## src/rtl/rc4_pkg.sv

```systemverilog
// ----------------------------------------------------------------------------
// rc4_pkg
// Shared constants and control types of the RC4 engine.
// ----------------------------------------------------------------------------
package rc4_pkg;

	localparam int SBOX_DEPTH        = 256;
	localparam int ADDR_W            = $clog2(SBOX_DEPTH);
	localparam int BYTE_W            = 8;
	localparam int KEY_WORD_W        = 64;
	localparam int KEY_LEN_W         = 5;
	localparam int KEY_BYTES_HW      = 2 * KEY_WORD_W / BYTE_W;
	localparam int KEY_SEL_W         = $clog2(KEY_BYTES_HW);
	localparam int MAX_KEY_BYTES_DEF = 16;
	localparam int CFG_INDEX_W       = 2;

	localparam logic [CFG_INDEX_W-1:0] CFG_KEY_LOW    = 2'd0;
	localparam logic [CFG_INDEX_W-1:0] CFG_KEY_HIGH   = 2'd1;
	localparam logic [CFG_INDEX_W-1:0] CFG_KEY_LENGTH = 2'd2;

	localparam logic [KEY_LEN_W-1:0] KEY_LEN_RESET = 5'd16;

	localparam logic OP_SCHEDULE = 1'b0;
	localparam logic OP_DATA     = 1'b1;

	typedef struct packed {
		logic start;
		logic start_sched;
		logic rd_x;
		logic rd_y;
		logic wr_x;
		logic wr_y;
		logic step;
		logic sched;
		logic load_out;
	} ctl_cmd_t;

	typedef struct packed {
		logic last_iter;
	} dp_status_t;

endpackage

```

## src/rtl/rc4_stream_cipher_top.sv

```systemverilog
// ----------------------------------------------------------------------------
// rc4_stream_cipher_top
// RC4 engine: key schedule and byte-wise encrypt/decrypt.
//
//   channel  | handshake            | payload
//   ---------+----------------------+------------------------------
//   input    | in_valid / in_stall  | operation, data_in
//   output   | out_valid / out_stall| data_out, schedule_done
//   config   | cfg_write            | cfg_index, cfg_data
//
// Data item: after accept the states RD_X, RD_Y, WR_X and WR_Y run to the output
// register, and a new item is accepted only once the engine is back in idle; three
// dependent S-box reads through one registered read port set this. Schedule item: 256 rounds of those states.
// Reset: S-box reads as identity at once through per-entry valid bits.
// A stalled output only holds the engine once a second result is ready.
// ----------------------------------------------------------------------------
module rc4_stream_cipher_top import rc4_pkg::*; #(
	parameter int MAX_KEY_BYTES = MAX_KEY_BYTES_DEF
) (
	input  logic                   clk,
	input  logic                   arst_n,
	input  logic                   cfg_write,
	input  logic [CFG_INDEX_W-1:0] cfg_index,
	input  logic [KEY_WORD_W-1:0]  cfg_data,
	input  logic                   in_valid,
	output logic                   in_stall,
	input  logic                   operation,
	input  logic [BYTE_W-1:0]      data_in,
	output logic                   out_valid,
	input  logic                   out_stall,
	output logic [BYTE_W-1:0]      data_out,
	output logic                   schedule_done
);

	ctl_cmd_t   cmd;
	dp_status_t status;

	rc4_ctrl u_ctrl (
		.clk       (clk),
		.arst_n    (arst_n),
		.in_valid  (in_valid),
		.in_stall  (in_stall),
		.operation (operation),
		.out_valid (out_valid),
		.out_stall (out_stall),
		.status    (status),
		.cmd       (cmd)
	);

	rc4_datapath #(
		.MAX_KEY_BYTES (MAX_KEY_BYTES)
	) u_datapath (
		.clk           (clk),
		.arst_n        (arst_n),
		.cfg_write     (cfg_write),
		.cfg_index     (cfg_index),
		.cfg_data      (cfg_data),
		.data_in       (data_in),
		.cmd           (cmd),
		.status        (status),
		.data_out      (data_out),
		.schedule_done (schedule_done)
	);

endmodule

```

## src/rtl/rc4_sbox.sv

```systemverilog
// ----------------------------------------------------------------------------
// rc4_sbox
// 256 x 8 S-box memory, one write and one registered read per cycle.
// Valid bits make an unwritten entry read as its own address.
// ----------------------------------------------------------------------------
module rc4_sbox import rc4_pkg::*; (
	input  logic              clk,
	input  logic              arst_n,
	input  logic              clear,
	input  logic              rd_en,
	input  logic [ADDR_W-1:0] rd_addr,
	input  logic              wr_en,
	input  logic [ADDR_W-1:0] wr_addr,
	input  logic [BYTE_W-1:0] wr_data,
	output logic [BYTE_W-1:0] rd_data
);

	logic [BYTE_W-1:0]     mem [SBOX_DEPTH];
	logic [SBOX_DEPTH-1:0] vld_q;
	logic [BYTE_W-1:0]     rd_q;
	logic [ADDR_W-1:0]     raddr_q;
	logic                  rvld_q;

	always_ff @(posedge clk) begin
		if (wr_en) begin
			mem[wr_addr] <= wr_data;
		end
		if (rd_en) begin
			rd_q    <= mem[rd_addr];
			raddr_q <= rd_addr;
		end
	end

	always_ff @(posedge clk or negedge arst_n) begin
		if (!arst_n) begin
			vld_q  <= '0;
			rvld_q <= 1'b0;
		end else begin
			if (rd_en) begin
				rvld_q <= vld_q[rd_addr];
			end
			if (clear) begin
				vld_q <= '0;
			end else if (wr_en) begin
				vld_q[wr_addr] <= 1'b1;
			end
		end
	end

	assign rd_data = rvld_q ? rd_q : BYTE_W'(raddr_q);

endmodule

```

## src/rtl/rc4_datapath.sv

```systemverilog
// ----------------------------------------------------------------------------
// rc4_datapath
// Key registers, index registers, S-box access and output register.
// ----------------------------------------------------------------------------
module rc4_datapath import rc4_pkg::*; #(
	parameter int MAX_KEY_BYTES = MAX_KEY_BYTES_DEF
) (
	input  logic                   clk,
	input  logic                   arst_n,
	input  logic                   cfg_write,
	input  logic [CFG_INDEX_W-1:0] cfg_index,
	input  logic [KEY_WORD_W-1:0]  cfg_data,
	input  logic [BYTE_W-1:0]      data_in,
	input  ctl_cmd_t               cmd,
	output dp_status_t             status,
	output logic [BYTE_W-1:0]      data_out,
	output logic                   schedule_done
);

	localparam int KPW = (MAX_KEY_BYTES > 1) ? $clog2(MAX_KEY_BYTES) : 1;
	localparam logic [KEY_LEN_W-1:0] MAX_LEN = KEY_LEN_W'(MAX_KEY_BYTES);

	logic [KEY_WORD_W-1:0]   key_low_q;
	logic [KEY_WORD_W-1:0]   key_high_q;
	logic [KEY_LEN_W-1:0]    key_len_q;
	logic [ADDR_W-1:0]       i_q;
	logic [ADDR_W-1:0]       y_q;
	logic [KPW-1:0]          kpos_q;
	logic [BYTE_W-1:0]       a_q;
	logic [BYTE_W-1:0]       b_q;
	logic [ADDR_W-1:0]       t_q;
	logic [BYTE_W-1:0]       din_q;
	logic [BYTE_W-1:0]       data_out_q;
	logic                    schedule_done_q;

	logic [KEY_LEN_W-1:0]    used_len;
	logic [2*KEY_WORD_W-1:0] key_all;
	logic [KEY_SEL_W-1:0]    key_sel;
	logic [BYTE_W-1:0]       key_byte;
	logic [BYTE_W-1:0]       rd_val;
	logic [ADDR_W-1:0]       y_next;
	logic                    rd_en;
	logic [ADDR_W-1:0]       rd_addr;
	logic                    wr_en;
	logic [ADDR_W-1:0]       wr_addr;
	logic [BYTE_W-1:0]       wr_data;
	logic [BYTE_W-1:0]       keystream;

	always_comb begin
		if (key_len_q == '0) begin
			used_len = KEY_LEN_W'(1);
		end else if (key_len_q > MAX_LEN) begin
			used_len = MAX_LEN;
		end else begin
			used_len = key_len_q;
		end
	end

	assign key_all  = {key_high_q, key_low_q};
	assign key_sel  = KEY_SEL_W'(kpos_q);
	assign key_byte = key_all[{key_sel, 3'b000} +: BYTE_W];

	assign y_next = y_q + ADDR_W'(rd_val) + (cmd.sched ? ADDR_W'(key_byte) : '0);

	always_comb begin
		priority if (cmd.rd_y) begin
			rd_addr = y_next;
		end else if (cmd.wr_x) begin
			rd_addr = ADDR_W'(a_q + rd_val);
		end else begin
			rd_addr = i_q;
		end
	end

	assign rd_en   = cmd.rd_x | cmd.rd_y | cmd.wr_x;
	assign wr_en   = cmd.wr_x | cmd.wr_y;
	assign wr_addr = cmd.wr_y ? y_q : i_q;
	assign wr_data = cmd.wr_y ? a_q : rd_val;

	// the read of S[a+b] saw the memory before the swap
	always_comb begin
		priority if (t_q == y_q) begin
			keystream = a_q;
		end else if (t_q == i_q) begin
			keystream = b_q;
		end else begin
			keystream = rd_val;
		end
	end

	rc4_sbox u_sbox (
		.clk     (clk),
		.arst_n  (arst_n),
		.clear   (cmd.start & cmd.start_sched),
		.rd_en   (rd_en),
		.rd_addr (rd_addr),
		.wr_en   (wr_en),
		.wr_addr (wr_addr),
		.wr_data (wr_data),
		.rd_data (rd_val)
	);

	assign status.last_iter = &i_q;

	always_ff @(posedge clk or negedge arst_n) begin
		if (!arst_n) begin
			key_low_q  <= '0;
			key_high_q <= '0;
			key_len_q  <= KEY_LEN_RESET;
			i_q        <= '0;
			y_q        <= '0;
			kpos_q     <= '0;
		end else begin
			if (cfg_write) begin
				unique case (cfg_index)
					CFG_KEY_LOW:    key_low_q  <= cfg_data;
					CFG_KEY_HIGH:   key_high_q <= cfg_data;
					CFG_KEY_LENGTH: key_len_q  <= cfg_data[KEY_LEN_W-1:0];
					default: ;
				endcase
			end
			if (cmd.start) begin
				if (cmd.start_sched) begin
					i_q    <= '0;
					y_q    <= '0;
					kpos_q <= '0;
				end else begin
					i_q <= i_q + 1'b1;
				end
			end
			if (cmd.rd_y) begin
				y_q <= y_next;
			end
			if (cmd.step && cmd.sched) begin
				i_q <= i_q + 1'b1;
				if (KEY_LEN_W'(kpos_q) + KEY_LEN_W'(1) >= used_len) begin
					kpos_q <= '0;
				end else begin
					kpos_q <= kpos_q + 1'b1;
				end
				if (status.last_iter) begin
					y_q <= '0;
				end
			end
		end
	end

	always_ff @(posedge clk) begin
		if (cmd.start) begin
			din_q <= data_in;
		end
		if (cmd.rd_y) begin
			a_q <= rd_val;
		end
		if (cmd.wr_x) begin
			b_q <= rd_val;
			t_q <= ADDR_W'(a_q + rd_val);
		end
		if (cmd.load_out) begin
			data_out_q      <= cmd.sched ? '0 : (din_q ^ keystream);
			schedule_done_q <= cmd.sched;
		end
	end

	assign data_out      = data_out_q;
	assign schedule_done = schedule_done_q;

endmodule

```

## src/rtl/rc4_ctrl.sv

```systemverilog
// ----------------------------------------------------------------------------
// rc4_ctrl
// Sequencer for key schedule and data items, plus output valid.
// ----------------------------------------------------------------------------
module rc4_ctrl import rc4_pkg::*; (
	input  logic       clk,
	input  logic       arst_n,
	input  logic       in_valid,
	output logic       in_stall,
	input  logic       operation,
	output logic       out_valid,
	input  logic       out_stall,
	input  dp_status_t status,
	output ctl_cmd_t   cmd
);

	typedef enum logic [2:0] {
		ST_IDLE,
		ST_RD_X,
		ST_RD_Y,
		ST_WR_X,
		ST_WR_Y,
		ST_HOLD
	} state_t;

	state_t state_q;
	logic   op_q;
	logic   out_valid_q;
	logic   in_acc;
	logic   out_free;
	logic   finish;

	assign in_stall = (state_q != ST_IDLE);
	assign in_acc   = in_valid && !in_stall;
	assign out_free = !out_valid_q || !out_stall;
	assign finish   = (state_q == ST_WR_Y) && ((op_q == OP_DATA) || status.last_iter);

	always_comb begin
		cmd.start       = in_acc;
		cmd.start_sched = (operation == OP_SCHEDULE);
		cmd.rd_x        = (state_q == ST_RD_X);
		cmd.rd_y        = (state_q == ST_RD_Y);
		cmd.wr_x        = (state_q == ST_WR_X);
		cmd.wr_y        = (state_q == ST_WR_Y);
		cmd.step        = (state_q == ST_WR_Y);
		cmd.sched       = (op_q == OP_SCHEDULE);
		cmd.load_out    = (finish || (state_q == ST_HOLD)) && out_free;
	end

	always_ff @(posedge clk or negedge arst_n) begin
		if (!arst_n) begin
			state_q     <= ST_IDLE;
			op_q        <= OP_DATA;
			out_valid_q <= 1'b0;
		end else begin
			out_valid_q <= cmd.load_out || (out_valid_q && out_stall);
			unique case (state_q)
				ST_IDLE: begin
					if (in_acc) begin
						op_q    <= operation;
						state_q <= ST_RD_X;
					end
				end
				ST_RD_X: state_q <= ST_RD_Y;
				ST_RD_Y: state_q <= ST_WR_X;
				ST_WR_X: state_q <= ST_WR_Y;
				ST_WR_Y: begin
					if (!finish) begin
						state_q <= ST_RD_X;
					end else if (out_free) begin
						state_q <= ST_IDLE;
					end else begin
						state_q <= ST_HOLD;
					end
				end
				ST_HOLD: begin
					if (out_free) begin
						state_q <= ST_IDLE;
					end
				end
				default: state_q <= ST_IDLE;
			endcase
		end
	end

	assign out_valid = out_valid_q;

	a_no_overwrite: assert property (@(posedge clk) disable iff (!arst_n)
		cmd.load_out |-> !(out_valid_q && out_stall))
		else $error("result overwrote a stalled output");

	a_accept_starts: assert property (@(posedge clk) disable iff (!arst_n)
		in_acc |=> (state_q == ST_RD_X))
		else $error("accepted item did not start");

	a_data_one_pass: assert property (@(posedge clk) disable iff (!arst_n)
		(state_q == ST_WR_Y && op_q == OP_DATA) |=>
		(state_q == ST_IDLE || state_q == ST_HOLD))
		else $error("data item looped");

	a_hold_keeps_busy: assert property (@(posedge clk) disable iff (!arst_n)
		(state_q == ST_HOLD && !out_free) |=> (state_q == ST_HOLD && out_valid_q))
		else $error("held result lost");

endmodule

```

## config.mk

```make
export PLATFORM = sky130hd
export DESIGN_NAME = rc4_stream_cipher_top
export DESIGN_NICKNAME = d
export VERILOG_FILES = /design/src/rtl/rc4_pkg.sv /design/src/rtl/rc4_stream_cipher_top.sv /design/src/rtl/rc4_sbox.sv /design/src/rtl/rc4_datapath.sv /design/src/rtl/rc4_ctrl.sv
export SDC_FILE = /design/constraint.sdc
export NUM_CORES = 2
export LEC_CHECK = 0
export ABC_AREA = 1
export BUFFER_PORTS_ARGS = -buffer_cell sky130_fd_sc_hd__buf_4
export CAP_MARGIN = 10
export CORE_ASPECT_RATIO = 0.9
export CORE_MARGIN = 2
export CORE_UTILIZATION = 47
export CTS_CLUSTER_SIZE = 30
export DETAILED_ROUTE_END_ITERATION = 10
export MAX_ROUTING_LAYER = met4
export SETUP_SLACK_MARGIN = 0.1
export SYNTH_ARGS = -nofsm -noshare
export SYNTH_HDL_FRONTEND = slang
export SYNTH_SLANG_ARGS = --single-unit
```

## constraint.sdc

```tcl
create_clock -name clk -period 16.42 [get_ports clk]
set_input_delay 3.284 -clock clk [delete_from_list [all_inputs] [get_ports clk]]
set_output_delay 3.284 -clock clk [all_outputs]
set_load 0.05 [all_outputs]
```

==> out/qor.yml <==
worst_setup_path:
  critPathMaxStageDelay_ps: 840
  critPathRequiredTime_ps: 17190
  critical_path_class: "reg -> reg"
  path_buf_inv: 6
  startpoint_type: "flop"
  arrival_ps: 9380
  critPathMostFrequentCell: "nand3_1"
  cp_top_family: "buffers and inverters"
  crit_path_end_kind: "flop"
  cp_max_fo: 70
  crit_chain: "inv_1 > o21ai_0 > o221ai_1 > o211ai_1 > nand2_1 > nand2_1 > fa_1 > inv_1 > ha_1 > or2_2 > nand2_8 > buf_4 > buf_4 > buf_4 > buf_4 > nand3_1 > nand3_1 > nand3_1 > nand3_1 > nand3_1 > nand3_1 > nand3_1 > nand3_1 > nand2_1"
  crit_path_top_delay_cell: "inv_1"
logic_synthesis:
  synthCells: 9567
  synth_area_mm2: 0.106
  netlist_top_cells_count: "nand2_1 (2288), edfxtp_1 (2105), nand3_1 (1717)"
  syn_avg_cell_area_um2: 11.0
  synth_edf_count: 2105
  ys_top_cells_by_area: "edfxtp_1 (60%), dfrtp_1 (9.8%), nand3_1 (8.1%), nand2_1 (8.1%), nor2_1 (3.6%)"
  synth_top_cell_by_area: "edfxtp_1"
  yosysTopAreaCellShare_pct: 59.9
  ys_ff_latch: 2520
  syn_nets: 9676
  async_flop_share_pct: 16.5
  yosysWarningCount: 0
  synth-seq-area-share_pct: 69.7
  yosysMostFrequentCell: "nand2_1"
  synthFlopType: "edfxtp_1"
  yosys.cell_types.count: 48
cts:
  clock_latency_ps: 940
  cts.repair.resized: 0
  ctsHoldBuffers: 0
  cts_buffer_depth: 4
  post_cts_buffers: 0
  numCtsBuffers: 279
  clk_pin_slew_ps: 60
  cts_tree: "done"
  cts_sinks: 2520
  htree_levels: 5
  clock-root-buffer: "clkbuf_16"
sta:
  finalSetupViolCount: 0
  hold_violations: 0
  fmax_ghz: 0.116
  slew_viol_final: 0
  finalSetupTns_ps: 0
  worst_pin_slew_ps: 1240
  clock_skew_ps: 46.5
  grt_setup_unrepaired: "no"
  timing.final.crit_share_pct: 52.5
  final_period_minus_worst_setup_slack_ps: 8620
  slew_headroom_pct: 16.6
route:
  ant_nets: 0
  via_per_inst: 5.79
  wl_um: 308000
  vias: 73200
  drc: 0
  drt-initial-drc-count: 9818
  dr.pass1.iters: 6
  wire_per_inst_um: 24.4
die:
  die_w_um: 503
  row_count: 165
  dieArea_mm2: 0.228
  coreArea_mm2: 0.224
  start_util_pct: 47.1
  die_h_um: 454
  ios: 91
final_layout:
  drive_above_1_share_pct: 6.66
  post-route-cell-area_mm2: 0.117
  fin_nets: 9526
  syn_to_final_growth_pct: 11.0
grt:
  antenna_found_initial: 10
  grt_pass1_wl_um: 459000
  track_usage_pct: 27.5
  grt_pass1_vias: 69500
  overflow: 0
  grt_max_degree: 201
place:
  gp_congestion: 0.892
  post_dp_cell_area_mm2: 0.108
  hpwl_um: 169000
  port_buffers: 90
job:
  drv_cap: 0
hold_path:
  min_path_type: "reg -> reg"
status:
  outcome: "complete, no violations"
## flip-flops by register name (all words and copies together), names as in the netlist, 8 cells and up
signal	flops
u_datapath.din_q	8
u_datapath.key_high_q	64
u_datapath.u_sbox.mem	2048
u_datapath.data_out	8
u_datapath.t_q	8
u_datapath.u_sbox.vld_q	256
u_datapath.u_sbox.rd_q	8
u_datapath.u_sbox.raddr_q	8
u_datapath.y_q	8
u_datapath.b_q	8
u_datapath.a_q	8
u_datapath.key_low_q	64
u_datapath.i_q	8
## worst paths after layout
check | from | endpoint | slack (ps) | depth (start not counted)
worst max-delay path | u_datapath.key_sel[1] | u_datapath.u_sbox.rvld_q | 7800 | 24
worst min-delay path | u_datapath.key_high_q[11] | u_datapath.key_high_q[11] | 490 | 2
worst max register to register | u_datapath.key_sel[1] | u_datapath.u_sbox.rvld_q | 7800 | 24
worst min register to register | u_datapath.key_high_q[11] | u_datapath.key_high_q[11] | 490 | 2
max in group asynchronous | arst_n | u_datapath.u_sbox.vld_q[157] | 11830 | 3
min in group asynchronous | arst_n | u_datapath.key_high_q[31] | 2390 | 1
## cells in the final DEF (no fill, tap or decap), types with 5 or more instances in the layout
cell type	synthesis	layout
fa_1	9	9
nand3_1	1717	1713
xor2_1	27	27
o21ai_0	402	393
o21bai_1	30	30
o21ai_1	51	52
clkinvlp_4	0	5
o21ai_4	0	8
clkinv_2	0	34
clkbuf_16	0	290
nand2_1	2288	2283
a21oi_1	37	37
clkbuf_8	0	25
or2_0	21	21
o22ai_1	18	18
diode_2	0	8
buf_4	34	174
nor4_1	5	5
buf_12	0	18
or2_1	39	39
dfrtp_1	413	412
inv_2	8	16
or2_2	10	10
o221ai_1	18	18
bufinv_16	0	17
clkinv_1	3	33
o211ai_1	301	301
clkbuf_1	242	82
inv_6	0	7
edfxtp_1	2105	2105
nor2_1	1013	1012
ha_1	20	20
inv_1	366	352
## final cells by class
cell class                 instances  area, um^2
antenna                            8        20.0
clock inverter                    91         905
inverter                         378        1450
tap                             3006        3760
clock buffer                     397        7910
fill                           19200      107000
sequential                      2520       73600
timing repair buffer             193        1680
multi-input combinational       6045       27900
## kinds of logic after synthesis
logic type               Yosys count  share of synthesized area [%]
buffers and inverters           1002                           4.07
adder cells (fa/ha/maj)           29                          0.408
XOR/XNOR                          31                          0.257
flip-flops                      2520                           69.7
AND/OR/NAND/NOR                 5116                           20.5
AO/OA/AOI/OAI                    869                           5.02
## layer usage
layer	up-vias	GRT usage [%]	wire length (um)
met3	508	5.20	28200
li1	32900	-	-
met2	3367	40.4	139000
met4	0	7.91	8290
met1	36400	39.2	133000
met5	-	-	0
## through the flow
step	std cells	utilization (%)	worst slack (ps)	hold slack, ps
6_report	12600	52.3	7800	485
5_1_grt	12600	52.3	7450	510
4_1_cts	12600	52.3	7970	484
3_5_place_dp	12100	48.4	7990	470
3_3_place_gp	12100	48.4	8070	466
2_1_floorplan	9567	-	3330	448
## worst min-delay path: cells and delay by family, from the launching register on
| kind | cells | cell delay (ps) |
|---|---|---|
| AO/OA/AOI/OAI | 1 | 60 |
| AND/OR/NAND/NOR | 1 | 50 |
| flip-flops | 1 | 340 |
Power is left out: the tool's default activity adds up to more than one toggle a clock period on the data nets, which glitch-free logic cannot reach.
